[src/rtl/pfs_pkg.sv]
// ----------------------------------------------------------------------------
// pfs_pkg: shared types and constants of the paper feed sensor sequencer
// event codes, register indexes, payload structs and register file struct
// ----------------------------------------------------------------------------
package pfs_pkg;

  localparam int unsigned CfgIdxW = 3;
  localparam int unsigned DelayW  = 16;
  localparam int unsigned MsW     = 32;
  localparam int unsigned PhaseW  = 3;

  localparam logic [DelayW-1:0] HallMax = {DelayW{1'b1}};
  localparam logic [MsW-1:0]    MsMax   = {MsW{1'b1}};

  // event codes carried in the op field
  typedef enum logic [1:0] {
    OpTick  = 2'd0,
    OpHall  = 2'd1,
    OpPanel = 2'd2,
    OpNone  = 2'd3
  } op_e;

  // register indexes of the configuration port
  typedef enum logic [CfgIdxW-1:0] {
    CfgPowerOn    = 3'd0,
    CfgClutch     = 3'd1,
    CfgExitOn     = 3'd2,
    CfgManualOff  = 3'd3,
    CfgPaperInOff = 3'd4,
    CfgExitOff    = 3'd5,
    CfgHallTmo    = 3'd6,
    CfgUnused     = 3'd7
  } cfg_idx_e;

  // phase codes as they appear on the result
  localparam logic [PhaseW-1:0] PhIdle   = 3'd1;
  localparam logic [PhaseW-1:0] PhClutch = 3'd2;

  typedef struct packed {
    logic [1:0] op;
    logic       paper_sensor;
  } in_item_t;

  typedef struct packed {
    logic              clutch;
    logic              paper_in_out;
    logic              manual_feed_out;
    logic              exit_out;
    logic              led_red;
    logic              led_yellow;
    logic              led_green;
    logic [PhaseW-1:0] phase;
  } out_item_t;

  typedef struct packed {
    logic [DelayW-1:0] power_on_ms;
    logic [DelayW-1:0] clutch_ms;
    logic [DelayW-1:0] exit_on_ms;
    logic [DelayW-1:0] manual_off_ms;
    logic [DelayW-1:0] paper_in_off_ms;
    logic [DelayW-1:0] exit_off_ms;
    logic [DelayW-1:0] hall_timeout_ms;
  } cfg_t;

endpackage

[src/rtl/pfs_cfg_regs.sv]
// ----------------------------------------------------------------------------
// pfs_cfg_regs: configuration register file
// seven 16-bit delay registers written through an index and data channel
// ----------------------------------------------------------------------------
module pfs_cfg_regs
  import pfs_pkg::*;
(
  input  logic               clk_i,
  input  logic               rst_ni,
  input  logic               wr_en_i,
  input  logic [CfgIdxW-1:0] wr_idx_i,
  input  logic [DelayW-1:0]  wr_data_i,
  output cfg_t               cfg_o
);

  cfg_t cfg_q, cfg_d;

  // decode the write index, writes past the list are dropped
  always_comb begin
    cfg_d = cfg_q;
    if (wr_en_i) begin
      case (cfg_idx_e'(wr_idx_i))
        CfgPowerOn:    cfg_d.power_on_ms     = wr_data_i;
        CfgClutch:     cfg_d.clutch_ms       = wr_data_i;
        CfgExitOn:     cfg_d.exit_on_ms      = wr_data_i;
        CfgManualOff:  cfg_d.manual_off_ms   = wr_data_i;
        CfgPaperInOff: cfg_d.paper_in_off_ms = wr_data_i;
        CfgExitOff:    cfg_d.exit_off_ms     = wr_data_i;
        CfgHallTmo:    cfg_d.hall_timeout_ms = wr_data_i;
        default:       cfg_d = cfg_q;
      endcase
    end
  end

  always_ff @(posedge clk_i or negedge rst_ni) begin
    if (!rst_ni) begin
      cfg_q.power_on_ms     <= 16'd1000;
      cfg_q.clutch_ms       <= 16'd100;
      cfg_q.exit_on_ms      <= 16'd100;
      cfg_q.manual_off_ms   <= 16'd100;
      cfg_q.paper_in_off_ms <= 16'd100;
      cfg_q.exit_off_ms     <= 16'd100;
      cfg_q.hall_timeout_ms <= 16'd200;
    end else begin
      cfg_q <= cfg_d;
    end
  end

  assign cfg_o = cfg_q;

endmodule

[src/rtl/pfs_seq_core.sv]
// ----------------------------------------------------------------------------
// pfs_seq_core: event handling and sequencer state
// applies one event to the counters, evaluates the sequencer once and
// holds the phase, millisecond counter, hall timer and pin levels
// ----------------------------------------------------------------------------
module pfs_seq_core
  import pfs_pkg::*;
(
  input  logic      clk_i,
  input  logic      rst_ni,
  input  logic      step_i,
  input  in_item_t  item_i,
  input  cfg_t      cfg_i,
  output out_item_t result_o
);

  typedef enum logic [PhaseW-1:0] {
    PowerOn   = 3'd0,
    Idle      = 3'd1,
    ClutchDly = 3'd2,
    WaitPaper = 3'd3,
    ExitOn    = 3'd4,
    ManualOff = 3'd5,
    PaperOff  = 3'd6,
    ExitOff   = 3'd7
  } phase_e;

  phase_e            phase_q, phase_d, phase_ev;
  logic [MsW-1:0]    ms_q, ms_d, ms_ev;
  logic [DelayW-1:0] hall_q, hall_d;
  logic              clutch_q, clutch_d;
  logic              paper_q, paper_d;
  logic              manual_q, manual_d;
  logic              exit_q, exit_d;
  logic              red_q, red_d;
  logic              yellow_q, yellow_d;
  logic              green_q, green_d;

  // millisecond counter against a 16-bit delay
  function automatic logic ms_reached(logic [MsW-1:0] ms, logic [DelayW-1:0] dly);
    return (ms[MsW-1:DelayW] != '0) || (ms[DelayW-1:0] >= dly);
  endfunction

  // apply the event, then evaluate the sequencer once
  always_comb begin
    phase_ev = phase_q;
    ms_ev    = ms_q;
    hall_d   = hall_q;
    yellow_d = yellow_q;
    case (op_e'(item_i.op))
      OpTick: begin
        if (ms_q != MsMax) ms_ev = ms_q + 1'b1;
        if (phase_q != PowerOn) begin
          if (hall_q != HallMax) hall_d = hall_q + 1'b1;
          yellow_d = (hall_d < cfg_i.hall_timeout_ms);
        end
      end
      OpHall:  hall_d = '0;
      OpPanel: begin
        if (phase_q == ClutchDly || phase_q == WaitPaper) phase_ev = Idle;
      end
      default: ;
    endcase

    phase_d  = phase_ev;
    ms_d     = ms_ev;
    clutch_d = clutch_q;
    paper_d  = paper_q;
    manual_d = manual_q;
    exit_d   = exit_q;
    red_d    = red_q;
    green_d  = green_q;
    case (phase_ev)
      PowerOn: begin
        if (ms_reached(ms_ev, cfg_i.power_on_ms)) phase_d = Idle;
      end
      Idle: begin
        paper_d  = 1'b1;
        manual_d = 1'b1;
        exit_d   = 1'b1;
        red_d    = 1'b1;
        clutch_d = 1'b0;
        green_d  = 1'b0;
        // motor running and no paper: grab the carrier
        if (hall_d < cfg_i.hall_timeout_ms && !item_i.paper_sensor) begin
          clutch_d = 1'b1;
          green_d  = 1'b1;
          red_d    = 1'b0;
          phase_d  = ClutchDly;
          ms_d     = '0;
        end
      end
      ClutchDly: begin
        if (ms_reached(ms_ev, cfg_i.clutch_ms)) begin
          clutch_d = 1'b0;
          manual_d = 1'b0;
          phase_d  = WaitPaper;
        end
      end
      WaitPaper: begin
        if (item_i.paper_sensor) begin
          paper_d = 1'b0;
          red_d   = 1'b1;
          ms_d    = '0;
          phase_d = ExitOn;
        end
      end
      ExitOn: begin
        if (ms_reached(ms_ev, cfg_i.exit_on_ms)) begin
          exit_d  = 1'b0;
          ms_d    = '0;
          phase_d = ManualOff;
        end
      end
      ManualOff: begin
        if (ms_reached(ms_ev, cfg_i.manual_off_ms)) begin
          manual_d = 1'b1;
          ms_d     = '0;
          phase_d  = PaperOff;
        end
      end
      PaperOff: begin
        if (ms_reached(ms_ev, cfg_i.paper_in_off_ms)) begin
          paper_d = 1'b1;
          ms_d    = '0;
          phase_d = ExitOff;
        end
      end
      default: begin
        if (ms_reached(ms_ev, cfg_i.exit_off_ms)) begin
          exit_d  = 1'b1;
          ms_d    = '0;
          phase_d = Idle;
        end
      end
    endcase
  end

  // state and pin levels advance once per item
  always_ff @(posedge clk_i or negedge rst_ni) begin
    if (!rst_ni) begin
      phase_q  <= PowerOn;
      ms_q     <= '0;
      hall_q   <= HallMax;
      clutch_q <= 1'b1;
      paper_q  <= 1'b1;
      manual_q <= 1'b1;
      exit_q   <= 1'b1;
      red_q    <= 1'b1;
      yellow_q <= 1'b1;
      green_q  <= 1'b1;
    end else if (step_i) begin
      phase_q  <= phase_d;
      ms_q     <= ms_d;
      hall_q   <= hall_d;
      clutch_q <= clutch_d;
      paper_q  <= paper_d;
      manual_q <= manual_d;
      exit_q   <= exit_d;
      red_q    <= red_d;
      yellow_q <= yellow_d;
      green_q  <= green_d;
    end
  end

  assign result_o.clutch          = clutch_d;
  assign result_o.paper_in_out    = paper_d;
  assign result_o.manual_feed_out = manual_d;
  assign result_o.exit_out        = exit_d;
  assign result_o.led_red         = red_d;
  assign result_o.led_yellow      = yellow_d;
  assign result_o.led_green       = green_d;
  assign result_o.phase           = phase_d;

endmodule

[src/rtl/paper_feed_sensor_sequencer.sv]
// ----------------------------------------------------------------------------
// paper_feed_sensor_sequencer: paper feed sensor emulation sequencer
// event driven sequencer for clutch, emulated sensors and LEDs
// ----------------------------------------------------------------------------
// Usage
//   in channel  (in_valid_i/in_ready_o/in_i): one event item per
//     handshake, a millisecond tick, a hall edge or a panel press,
//     together with the paper-in sensor level
//   out channel (out_valid_o/out_ready_i/out_o): one result item per
//     event, the pin levels and phase after the event is applied
//   cfg channel (cfg_valid_i/cfg_ready_o): register index and 16-bit
//     data, always ready, to be written while no event is in flight (the block does not enforce this)
// The event sits in the input register while the sequencer logic works
// on it, and the result register loads the outcome when the item
// advances. Throughput is one item per cycle while the receiver keeps
// taking results, as the sequencer core updates its state once per item.
// Reset loads the default delays, puts the sequencer into power-on
// wait with all pins high and empties both registers. When the
// receiver stalls the result register holds its item, the input
// register keeps one more, and in_ready_o falls once both are full.
// ----------------------------------------------------------------------------
module paper_feed_sensor_sequencer
  import pfs_pkg::*;
(
  input  logic               clk_i,
  input  logic               rst_ni,
  input  logic               in_valid_i,
  output logic               in_ready_o,
  input  in_item_t           in_i,
  output logic               out_valid_o,
  input  logic               out_ready_i,
  output out_item_t          out_o,
  input  logic               cfg_valid_i,
  output logic               cfg_ready_o,
  input  logic [CfgIdxW-1:0] cfg_index_i,
  input  logic [DelayW-1:0]  cfg_data_i
);

  logic      in_vld_q;
  in_item_t  in_q;
  logic      out_vld_q;
  out_item_t out_q;
  logic      advance;
  cfg_t      cfg;
  out_item_t result;

  assign cfg_ready_o = 1'b1;

  pfs_cfg_regs u_cfg (
    .clk_i     (clk_i),
    .rst_ni    (rst_ni),
    .wr_en_i   (cfg_valid_i),
    .wr_idx_i  (cfg_index_i),
    .wr_data_i (cfg_data_i),
    .cfg_o     (cfg)
  );

  // the held item moves on whenever the result register is free
  assign advance    = in_vld_q && (!out_vld_q || out_ready_i);
  assign in_ready_o = !in_vld_q || advance;

  pfs_seq_core u_core (
    .clk_i    (clk_i),
    .rst_ni   (rst_ni),
    .step_i   (advance),
    .item_i   (in_q),
    .cfg_i    (cfg),
    .result_o (result)
  );

  // input register
  always_ff @(posedge clk_i or negedge rst_ni) begin
    if (!rst_ni) begin
      in_vld_q <= 1'b0;
    end else if (in_ready_o) begin
      in_vld_q <= in_valid_i;
    end
  end

  always_ff @(posedge clk_i) begin
    if (in_valid_i && in_ready_o) begin
      in_q <= in_i;
    end
  end

  // result register
  always_ff @(posedge clk_i or negedge rst_ni) begin
    if (!rst_ni) begin
      out_vld_q <= 1'b0;
    end else if (advance) begin
      out_vld_q <= 1'b1;
    end else if (out_ready_i) begin
      out_vld_q <= 1'b0;
    end
  end

  always_ff @(posedge clk_i) begin
    if (advance) begin
      out_q <= result;
    end
  end

  assign out_valid_o = out_vld_q;
  assign out_o       = out_q;

endmodule

[config.mk]
export PLATFORM = sky130hd
export DESIGN_NAME = paper_feed_sensor_sequencer
export DESIGN_NICKNAME = d
export VERILOG_FILES = /design/src/rtl/pfs_pkg.sv /design/src/rtl/pfs_cfg_regs.sv /design/src/rtl/pfs_seq_core.sv /design/src/rtl/paper_feed_sensor_sequencer.sv
export SDC_FILE = /design/constraint.sdc
export NUM_CORES = 1
export LEC_CHECK = 0
export BUFFER_PORTS_ARGS = -buffer_cell sky130_fd_sc_hd__buf_2
export CORE_AREA = 3 3 111 193
export DETAILED_ROUTE_END_ITERATION = 8
export DIE_AREA = 0 0 114 196
export GPL_TIMING_DRIVEN = 1
export PLACE_DENSITY_LB_ADDON = 0.08
export SETUP_SLACK_MARGIN = 0.4
export SLEW_MARGIN = 20
export SYNTH_ARGS = -nofsm -noshare
export SYNTH_HDL_FRONTEND = slang
export SYNTH_SLANG_ARGS = --single-unit
[constraint.sdc]
create_clock -name clk_i -period 6.5 [get_ports clk_i]
set_clock_uncertainty 0.2 [all_clocks]
set_input_delay 1.3 -clock clk_i [delete_from_list [all_inputs] [get_ports clk_i]]
set_output_delay 1.3 -clock clk_i [all_outputs]
set_load 0.02 [all_outputs]
---- Word level (Yosys, flattened, before mapping) ----
Index checks and enable logic that the tools add are counted.
word-level totals
  register bits after elaboration ......... 185
  input port bits ......................... 27
  output and inout port bits .............. 13
  word-level logic and storage cells ...... 132
cells by class
  add/sub/neg operators ................... 2
  order comparisons ....................... 8
  equality and inequality tests ........... 18
  mux-type cells .......................... 45
  reduce and logical (&&, ||, !) cells .... 30
operators by type and width
  kind                                           count
  two-way mux 32 bit                             8
  one-hot mux 32 bit (6 select lines)            1
  >= comparator 16 bit                           6
  two-way mux 16 bit                             4
  adder 32 x 1 -> 32 bit, second input constant  1
  < comparator 16 bit                            2
  inequality test 32 bit, second input constant  1
  one-hot mux 16 bit (2 select lines)            1
  two-way mux 3 bit                              10
  one-hot mux 3 bit (7 select lines)             1
  == test 3 x 2 -> 1 bit, second input constant  6
  == test 3 bit, second input constant           6
  adder 16 x 1 -> 16 bit, second input constant  1
  inequality test 16 bit, second input constant  1
  nonzero test 16 bit                            1
  two-way mux 1 bit                              15
  AND reduction 2 bit                            7
  logical OR 1 bit                               9
  one-hot mux 1 bit (3 select lines)             3
  == test 3 x 1 -> 1 bit, second input constant  2
  zero test 3 bit                                2
  OR reduction 5 bit                             1
  one-hot mux 1 bit (2 select lines)             2
  logical AND 1 bit                              3
  7 further kinds                                9

---- Logic depth before layout (Yosys ltp) ----
Gate-level depths: netlist of the first run.
  depth in word-level cells ............... 10
  depth in mapped cells ................... 22
  depth with buffers taken out ............ 21

---- By module ----
Synthesis of the first run repeated with hierarchy kept, for this count alone.
second synthesis, totals
  cells, all modules ...................... 1280
  area total of the unflattened synthesis .. 12821.0 um^2
by module, submodules not included
  module                       times used  cells each  area an instance (um^2)  sequential area each (um^2)
  pfs_seq_core                 1           1012        7981.4                   1480.2
  pfs_cfg_regs                 1           245         4334.2                   2832.7
  paper_feed_sensor_sequencer  1           23          505.5                    440.4

---- Worst setup path after synthesis of the first run ----
No wires, ideal clock.
  path kind ............................... register to register
  start point ............................. register u_core.ms_q[31]
  end point ............................... register u_core.phase_q[0]
  library setup time ...................... 125 ps
  data arrival time ....................... 4676 ps
  data required time ...................... 6175 ps
  path slack .............................. 1499 ps
  stages on the path, launching flop included .. 21
  path buffers ............................ 1
  period minus slack after synthesis ...... 5001 ps
  cell sequence ........................... dfrtp_1 > and4_1 > clkbuf_1 > and4_1 > a31oi_1 > nand4_1 > or3_1 > nor2_1 > nand3_1 > xnor2_1 > ha_1 > a21oi_1 > nor2b_1 > o21ai_0 > nand4b_1 > or4b_2 > a211oi_1 > nor3_1 > o21ai_0 > nand4b_1 > mux2_4
RTL lines
  what                    line                 source
  start, declared         pfs_seq_core.sv:29   logic [MsW-1:0] ms_q, ms_d, ms_ev;
  start signal, assigned  pfs_seq_core.sv:154  ms_q <= ms_d;
  end signal, assigned    pfs_seq_core.sv:142  phase_q <= PowerOn;
  end signal, assigned    pfs_seq_core.sv:153  phase_q <= phase_d;
  end, declared           pfs_seq_core.sv:28   phase_e phase_q, phase_d, phase_ev;

---- Final worst setup path of the first run ----
  start point ............................. register u_core.ms_q[0]
  end point ............................... register u_core.ms_q[0]
on the way
  longest elaborated chain between the ends .. 7
  elaborated cells between the ends (all ways) .. 20
  classes of those cells .................. add/sub (1); order compare (4); eq/ne (1); mux (9); reduce/logical (5)
ends and longest elaborated chain
  what                                                              line                source
  adder 32 x 1 -> 32 bit or inequality test 32 bit (tied branches)  pfs_seq_core.sv:52  if (ms_q != MsMax) ms_ev = ms_q + 1'b1;
  two-way mux 32 bit                                                pfs_seq_core.sv:52
  two-way mux 32 bit (*)                                            pfs_seq_core.sv:50  case (op_e'(item_i.op))
  >= comparator 16 bit or nonzero test 16 bit (tied branches)       pfs_seq_core.sv:41  return (ms[MsW-1:DelayW] != '0) || (ms[DelayW-1:0] >= dly);
  logical OR 1 bit                                                  pfs_seq_core.sv:41
  two-way mux 32 bit, on equally long branches                      --
  one-hot mux 32 bit (6 select lines) (*)                           pfs_seq_core.sv:73  case (phase_ev)
Mark *: on every way between the ends. The rest lies on a longest branch, timed or not.
A chain may end at the register's enable or synchronous reset.

==> tab_implementation.tex, run 1 <==
\begin{tabular}{lr}
\hline
Metric & Value \\
\hline
\multicolumn{2}{l}{\textbf{Logic synthesis}} \\
\quad Count of cell types in the netlist & 77 \\
\quad Mapped Area & 0.0120 mm2 \\
\quad Number of warnings issued by yosys & 0 \\
\quad Ys flop type & dfrtp\_1 \\
\quad Net count after synthesis & 1444 \\
\quad Post-synthesis async set-or-reset flop share & 0.930 \\
\quad Synthesized area per cell & 9.29 um2 \\
\quad Synthesized netlist cell count & 1289 \\
\quad Fraction of the yosys area taken by sequential cells & 0.397 \\
\quad Number of synthesized flops with an enable pin & 13 \\
\quad Number of synthesized register bits & 185 \\
\multicolumn{2}{l}{\textbf{Global routing}} \\
\quad Number of global-route vias before repair & 9836 \\
\quad Overall overflow remaining after global route & 0 \\
\quad Largest net degree at the start of global routing & 82 \\
\quad Antenna violations before repair & 0 \\
\quad Wire length of the first global-routing pass & 51400 um \\
\quad Total global routing track utilization & 0.293 \\
\multicolumn{2}{l}{\textbf{Floorplanning}} \\
\quad Overall die height & 196 um \\
\quad Die Width & 114 um \\
\quad DIE AREA & 0.0223 mm2 \\
\quad Starting utilization of the core area & 0.602 \\
\quad Core box area & 0.0199 mm2 \\
\quad Ports & 40 \\
\quad Core Rows & 68 \\
\multicolumn{2}{l}{\textbf{Setup path}} \\
\quad Endpoint arrival time on the critical path & 5.86 ns \\
\quad Type of element launching the critical path & flop \\
\quad WS Path Type & flop to flop \\
\quad Worst setup EP type & flop \\
\quad Worst-path fanout max & 13 \\
\quad Required time of the critical path & 6.62 ns \\
\quad Critical R2R Launch & u\_core.ms\_q[0]\$\_DFFE\_PN0P\_ \\
\quad Crit. Startpoint & u\_core.ms\_q[0]\$\_DFFE\_PN0P\_ \\
\multicolumn{2}{l}{\textbf{Timing}} \\
\quad Maximum clock rate & 174 MHz \\
\quad Setup repair after global routing missed its margin & no \\
\quad Post-layout min period & 5.74 ns \\
\quad Final hold violation count & 0 \\
\quad Worst-margin pin slew & 1.10 ns \\
\quad Number of failing setup endpoints in the final timing report & 0 \\
\quad Max-slew violation count & 0 \\
\quad Ratio of final minimum period to clock period & 0.882 \\
\quad Slew margin rel. & 0.265 \\
\quad Accumulated negative setup slack & 0 ns \\
\multicolumn{2}{l}{\textbf{Finish}} \\
\quad Non-filler cells, final & 1578 \\
\quad Most common cell after layout, fill and taps aside & nand2\_1 \\
\quad Share of post-route cells with drive strength above 1 & 0.174 \\
\quad Commonest cells after routing, fill and taps aside & nand2\_1 (160), ha\_1 (128), inv\_1 (127) \\
\quad Area overhead of the layout relative to synthesis & 9.41\% \\
\quad Diodes inserted & 0 \\
\quad Final standard cell area without fillers & 0.0131 mm2 \\
\quad Net count, final & 1475 \\
\multicolumn{2}{l}{\textbf{Clocking}} \\
\quad Clock tree buffer depth & 2 \\
\quad Clk sink count & 185 \\
\quad Clock tree from TritonCTS & built \\
\quad Number of clock buffers inserted by TritonCTS & 17 \\
\quad Clk slew on worst S/H paths & 0.07 ns \\
\quad Hold Buf Count CTS & 0 \\
\quad \# H-tree levels & 4 \\
\quad Root buffer cell & clkbuf\_16 \\
\quad Clock network latency to the later pin of the worst-skew pair & 0.44 ns \\
\multicolumn{2}{l}{\textbf{Drt}} \\
\quad Vias per Instance & 6.15 \\
\quad Vias post-DR & 9707 \\
\quad Pre-antenna DRT Iters & 5 \\
\quad Final Routed Wirelength & 31300 um \\
\quad Initial detailed-routing violation count & 585 \\
\quad Detail Route Antenna Nets & 0 \\
\quad Routed wire length per instance & 19.8 um \\
\quad DRC Markers & 0 \\
\multicolumn{2}{l}{\textbf{Place}} \\
\quad \# placed instances & 1546 \\
\quad Detail Placement HPWL & 23200 um \\
\quad Placed Instance Area & 0.0125 mm2 \\
\quad Number of port buffers & 38 \\
\quad GP Congestion & 0.949 \\
\multicolumn{2}{l}{\textbf{Job}} \\
\quad Max-cap check violation count & 0 \\
\multicolumn{2}{l}{\textbf{Pwr}} \\
\quad Maximum vdd ir drop & 0.000256 V \\
\quad Static Leak & 6.25 nW \\
\quad Power density normalized to cell area & 299 mW/mm2 \\
\multicolumn{2}{l}{\textbf{Outcome}} \\
\quad Outcome & finished clean \\
\multicolumn{2}{l}{\textbf{Hold path}} \\
\quad Hold wc startpoint & u\_core.red\_q\$\_DFFE\_PN1P\_ \\
\quad Hold/Removal Path Class & flop to flop \\
\hline
\end{tabular}
[Yosys cell counts (all sizes together) (15+ instances only)]
cell    count  share of area
inv       128          0.040
a31oi      16         0.0084
a211oi     15         0.0094
dfrtp     125           0.26
dfstp      47           0.10
xnor2      18          0.013
nor3       23          0.010
ha        128           0.13
a21o       39          0.024
nor2       55          0.017
nand4      28          0.016
clkbuf     40          0.013
a22o       18          0.013
a21oi      40          0.017
nand2     162          0.051
mux2       61          0.058
nand3      38          0.016
o21ai     110          0.046
[power by group]
group | internal (mW) | switching (mW)
Sequential | 1.43 | 0.147
Clock | 0.584 | 0.496
Combinational | 0.493 | 0.767
Total | 2.51 | 1.41
[cell type report]
type / instances / area (um2)
well taps: 245 / 307
multi-input cells: 924 / 6570
clock buffers: 17 / 425
fillers: 1686 / 6800
inverters: 128 / 480
clock inverters: 15 / 179
flip-flops and latches: 185 / 4750
repair buffers: 64 / 392
[flip-flops by register name (all words and copies together) (netlist names)]
| register | flops |
|---|---|
| out_o | 10 |
| u_core.yellow_q | 1 |
| u_core.ms_q | 32 |
| in_vld_q | 1 |
| u_core.red_q | 1 |
| u_core.green_q | 1 |
| u_cfg.cfg_o | 112 |
| u_core.hall_q | 16 |
| u_core.manual_q | 1 |
| u_core.phase_q | 3 |
| in_q | 3 |
| u_core.clutch_q | 1 |
| u_core.exit_q | 1 |
| u_core.paper_q | 1 |
| out_valid_o | 1 |
[cells by family after synthesis]
logic type,count (synthesis),synth area share
AO/OA/AOI/OAI,314,0.171
XOR/XNOR,32,0.0234
adder cells (fa/ha/maj),128,0.134
buffers and inverters,180,0.0578
flip-flops,185,0.397
multiplexers,61,0.0577
other,1,0.000313
AND/OR/NAND/NOR,388,0.160
[critical path, cell delays in order (launching register included)]
cell and delay [ns]:
dfrtp_1 0.46, ha_1 0.26, nand3_1 0.17, nor2_1 0.13, a31oi_2 0.36, nand4_1 0.27
or3_1 0.45, nor2_1 0.19, nand3_1 0.14, xnor2_2 0.45, ha_1 0.22, nand4_1 0.13
nor3_1 0.34, o2111a_1 0.25, a21oi_1 0.14, inv_1 0.11, a2bb2oi_1 0.36, o21a_1 0.44
nor3_2 0.06, buf_4 0.22, a22o_1 0.26
[timing repair]
item,4_1_cts,5_1_grt
gates resized for setup,0,3
setup endpoints to repair,0,31
setup buffers,0,0
[routing by layer]
layer	wire, um	GRT usage	up-vias
met2	16400	0.519	263
met1	12400	0.344	4694
li1	-	-	4671
met3	1110	0.0448	79
met4	1360	0.136	0
met5	0	0	-
[through the flow]
stage	worst slack (ns)	hold WS, ns	util	power (mW)
final	0.764	0.260	0.658	3.92
after global routing	0.484	0.273	0.658	4.17
after CTS	0.448	0.261	0.658	3.94
after detailed placement	0.517	0.249	0.627	2.85
after global placement	0.705	0.249	0.627	2.82
after floorplan	1.50	0.239	-	2.45
[final timing paths]
path | endpoint | slack [ns] | cells after the start
worst max-delay path | u_core.ms_q[0]$_DFFE_PN0P_ | 0.76 | 20
worst min register to register | u_core.red_q$_DFFE_PN1P_ | 0.26 | 2
worst min-delay path | u_core.red_q$_DFFE_PN1P_ | 0.26 | 2
worst max register to register | u_core.ms_q[0]$_DFFE_PN0P_ | 0.76 | 20
min in group asynchronous | u_cfg.cfg_o[15]$_DFFE_PN0P_ | 0.72 | 1
max in group asynchronous | u_core.phase_q[0]$_DFFE_PN0P_ | 4.28 | 2
Note: power is estimated with default switching activity, not from simulation.
==> inputs of run 2 (changes only) <==
--- a/config.mk
+++ b/config.mk
@@ -6,11 +6,13 @@
 export NUM_CORES = 1
 export LEC_CHECK = 0
 export BUFFER_PORTS_ARGS = -buffer_cell sky130_fd_sc_hd__buf_2
-export CORE_AREA = 3 3 111 193
+export CELL_PAD_IN_SITES_DETAIL_PLACEMENT = 1
+export CELL_PAD_IN_SITES_GLOBAL_PLACEMENT = 2
+export CORE_AREA = 3 3 134 233
 export DETAILED_ROUTE_END_ITERATION = 8
-export DIE_AREA = 0 0 114 196
+export DIE_AREA = 0 0 137 236
 export GPL_TIMING_DRIVEN = 1
-export PLACE_DENSITY_LB_ADDON = 0.08
+export PLACE_DENSITY = 0.9
 export SETUP_SLACK_MARGIN = 0.4
 export SLEW_MARGIN = 20
 export SYNTH_ARGS = -nofsm -noshare
==> run 2 against run 1 <==
Effect of this change:
- cell count up 9.3%
- largest cell class unchanged
- utilization down 21 points
- cell area up 1.3%
- die area up 45%
- global-route usage down 5.3 points
- sequential power about the same
- wire length up 18%
- maximum frequency down 1.3%
- first-iteration DRC count down 3.9%
- highest routed layer unchanged
- via count up 3.7%
- hold slack better by 0.019 ns
- critical path depth down 2
==> tab_implementation.tex, run 2 (synthesized netlist as in run 1, its figures left out) <==
\begin{tabular}{lr}
\hline
Metric & Value \\
\hline
\multicolumn{2}{l}{\textbf{Timing}} \\
\quad Setup repair after global routing missed its margin & no \\
\quad Final hold violation count & 0 \\
\quad Maximum clock rate & 172 MHz \\
\quad Number of failing setup endpoints in the final timing report & 0 \\
\quad Worst-margin pin slew & 1.04 ns \\
\quad Slew margin rel. & 0.301 \\
\quad Max-slew violation count & 0 \\
\quad Ratio of final minimum period to clock period & 0.894 \\
\quad Post-layout min period & 5.81 ns \\
\quad Accumulated negative setup slack & 0 ns \\
\multicolumn{2}{l}{\textbf{Setup path}} \\
\quad WS Path Type & flop to flop \\
\quad Type of element launching the critical path & flop \\
\quad Critical path capture point & u\_core.ms\_q[0]\$\_DFFE\_PN0P\_ \\
\quad Critical R2R Launch & u\_core.ms\_q[15]\$\_DFFE\_PN0P\_ \\
\quad Crit. Startpoint & u\_core.ms\_q[15]\$\_DFFE\_PN0P\_ \\
\quad Required time of the critical path & 6.70 ns \\
\quad Worst-path fanout max & 15 \\
\quad R2R setup slack & 0.69 ns \\
\quad R2r endpoint & u\_core.ms\_q[0]\$\_DFFE\_PN0P\_ \\
\quad Reg2reg path depth & 18 \\
\quad Endpoint arrival time on the critical path & 6.02 ns \\
\quad Worst setup EP type & flop \\
\multicolumn{2}{l}{\textbf{Pwr}} \\
\quad Switching part of the total power & 0.373 \\
\quad Share of total power in the clock network & 0.256 \\
\quad Switching power & 1.48 mW \\
\quad Maximum vdd ir drop & 0.000259 V \\
\quad Overall power of the completed layout & 3.96 mW \\
\quad Internal power contribution & 2.48 mW \\
\quad Fraction of power consumed by sequential logic & 0.392 \\
\quad Power density normalized to cell area & 298 mW/mm2 \\
\quad Relative contribution of combinational cells to total power & 0.351 \\
\quad Static Leak & 6.26 nW \\
\multicolumn{2}{l}{\textbf{Global routing}} \\
\quad Number of global-route vias before repair & 10900 \\
\quad Antenna violations before repair & 0 \\
\quad Overall overflow remaining after global route & 0 \\
\quad Total global routing track utilization & 0.240 \\
\quad Wire length of the first global-routing pass & 59600 um \\
\quad Largest net degree at the start of global routing & 65 \\
\multicolumn{2}{l}{\textbf{Floorplanning}} \\
\quad Core Rows & 83 \\
\quad Overall die height & 236 um \\
\quad DIE AREA & 0.0323 mm2 \\
\quad Starting utilization of the core area & 0.406 \\
\quad Ports & 40 \\
\quad Core box area & 0.0295 mm2 \\
\quad Die Width & 137 um \\
\multicolumn{2}{l}{\textbf{Clocking}} \\
\quad Clock tree from TritonCTS & built \\
\quad Post-CTS Setup Bufs & 0 \\
\quad \# H-tree levels & 4 \\
\quad Clock tree buffer depth & 2 \\
\quad Hold Buf Count CTS & 0 \\
\quad Clk sink count & 185 \\
\quad Root buffer cell & clkbuf\_16 \\
\quad Clk slew on worst S/H paths & 0.07 ns \\
\quad Clock network latency to the later pin of the worst-skew pair & 0.47 ns \\
\quad Number of cells upsized or downsized after cts & 0 \\
\quad Number of clock buffers inserted by TritonCTS & 17 \\
\multicolumn{2}{l}{\textbf{Drt}} \\
\quad Initial detailed-routing violation count & 562 \\
\quad Detail Route Antenna Nets & 0 \\
\quad DRC Markers & 0 \\
\quad Pre-antenna DRT Iters & 6 \\
\quad Routed wire length per instance & 21.4 um \\
\quad Vias post-DR & 10100 \\
\quad Final Routed Wirelength & 37000 um \\
\quad Vias per Instance & 5.83 \\
\multicolumn{2}{l}{\textbf{Hold path}} \\
\quad Hold/Removal Path Class & flop to flop \\
\multicolumn{2}{l}{\textbf{Finish}} \\
\quad Net count, final & 1485 \\
\quad Commonest cells after routing, fill and taps aside & nand2\_1 (160), ha\_1 (128), inv\_1 (127) \\
\quad Number of flip-flops in the largest register & 112 \\
\quad Diodes inserted & 0 \\
\quad Most common cell after layout, fill and taps aside & nand2\_1 \\
\quad Share of post-route cells with drive strength above 1 & 0.176 \\
\quad Area overhead of the layout relative to synthesis & 10.9\% \\
\multicolumn{2}{l}{\textbf{Outcome}} \\
\quad Outcome & finished clean \\
\multicolumn{2}{l}{\textbf{Job}} \\
\quad Max-cap check violation count & 0 \\
\multicolumn{2}{l}{\textbf{Place}} \\
\quad Detail Placement HPWL & 27700 um \\
\quad GP Congestion & 0.878 \\
\quad Number of port buffers & 38 \\
\hline
\end{tabular}
-- run 2: cell types whose count changed in the layout (fill, tap and decap cells not counted), sizes merged --
cell / delta
bufinv: -2
buf: +10
clkinvlp: +1
clkbuf: +5
inv: -4
-- run 2: final cells by class --
class | instances | area, um2
multi-input combinational | 924 | 6560
sequential | 185 | 4750
clock inverter | 10 | 83.8
tap | 382 | 478
inverter | 128 | 480
timing repair buffer | 74 | 467
fill | 3444 | 16200
clock buffer | 22 | 464
-- run 2: critical path: stages, from the launching register on --
cell and delay [ns]:
dfrtp_1 0.50, nand3_2 0.20, nor4_4 0.61, a31oi_1 0.21, buf_4 0.24, xnor2_1 0.40
buf_4 0.25, ha_1 0.24, nand2b_1 0.15, a21o_1 0.18, a21o_1 0.17, a21o_1 0.16
a21oi_1 0.26, o21ai_0 0.26, a221oi_1 0.68, a21oi_1 0.35, buf_4 0.27, o31ai_1 0.25
a22o_1 0.16
-- run 2: worst min path at each step --
stage                                        start                        to  slack (ns)  cells past startpoint
final                     u_core.red_q$_DFFE_PN1P_  u_core.red_q$_DFFE_PN1P_        0.28                      2
after global routing      u_core.red_q$_DFFE_PN1P_  u_core.red_q$_DFFE_PN1P_        0.30                      2
after CTS                 u_core.red_q$_DFFE_PN1P_  u_core.red_q$_DFFE_PN1P_        0.29                      2
after detailed placement  u_core.red_q$_DFFE_PN1P_  u_core.red_q$_DFFE_PN1P_        0.28                      2
after global placement    u_core.red_q$_DFFE_PN1P_  u_core.red_q$_DFFE_PN1P_        0.25                      2
after floorplan           u_core.red_q$_DFFE_PN1P_  u_core.red_q$_DFFE_PN1P_        0.24                      2
-- run 2: metal layers --
metal | global-route usage | routed length [um] | vias up
li1 | - | - | 4675
met1 | 0.266 | 14300 | 5098
met2 | 0.430 | 19700 | 197
met3 | 0.0365 | 1010 | 95
met4 | 0.130 | 2000 | 0
met5 | 0 | 0 | -
-- run 2: power groups by stage --
| stage | combinational [mW] | sequential, mW | clock (mW) |
|---|---|---|---|
| after floorplan | 0.895 | 1.56 | 0 |
| after CTS | 1.40 | 1.55 | 1.04 |
| after detailed placement | 1.38 | 1.57 | 0 |
| after global placement | 1.32 | 1.56 | 0 |
| final | 1.39 | 1.55 | 1.02 |
| after global routing | 1.56 | 1.58 | 1.09 |
-- run 2: per-stage QoR --
stage               area, um2  hold WS, ns  utilization  cells  worst slack [ns]
finish                  13300        0.278        0.450   1725             0.687
global route            13300        0.301        0.450   1725             0.415
global placement        12700        0.247        0.432   1693             0.697
floorplan               12000        0.239            -   1289              1.50
detailed placement      12700        0.276        0.432   1693             0.649
CTS                     13300        0.286        0.450   1725             0.598
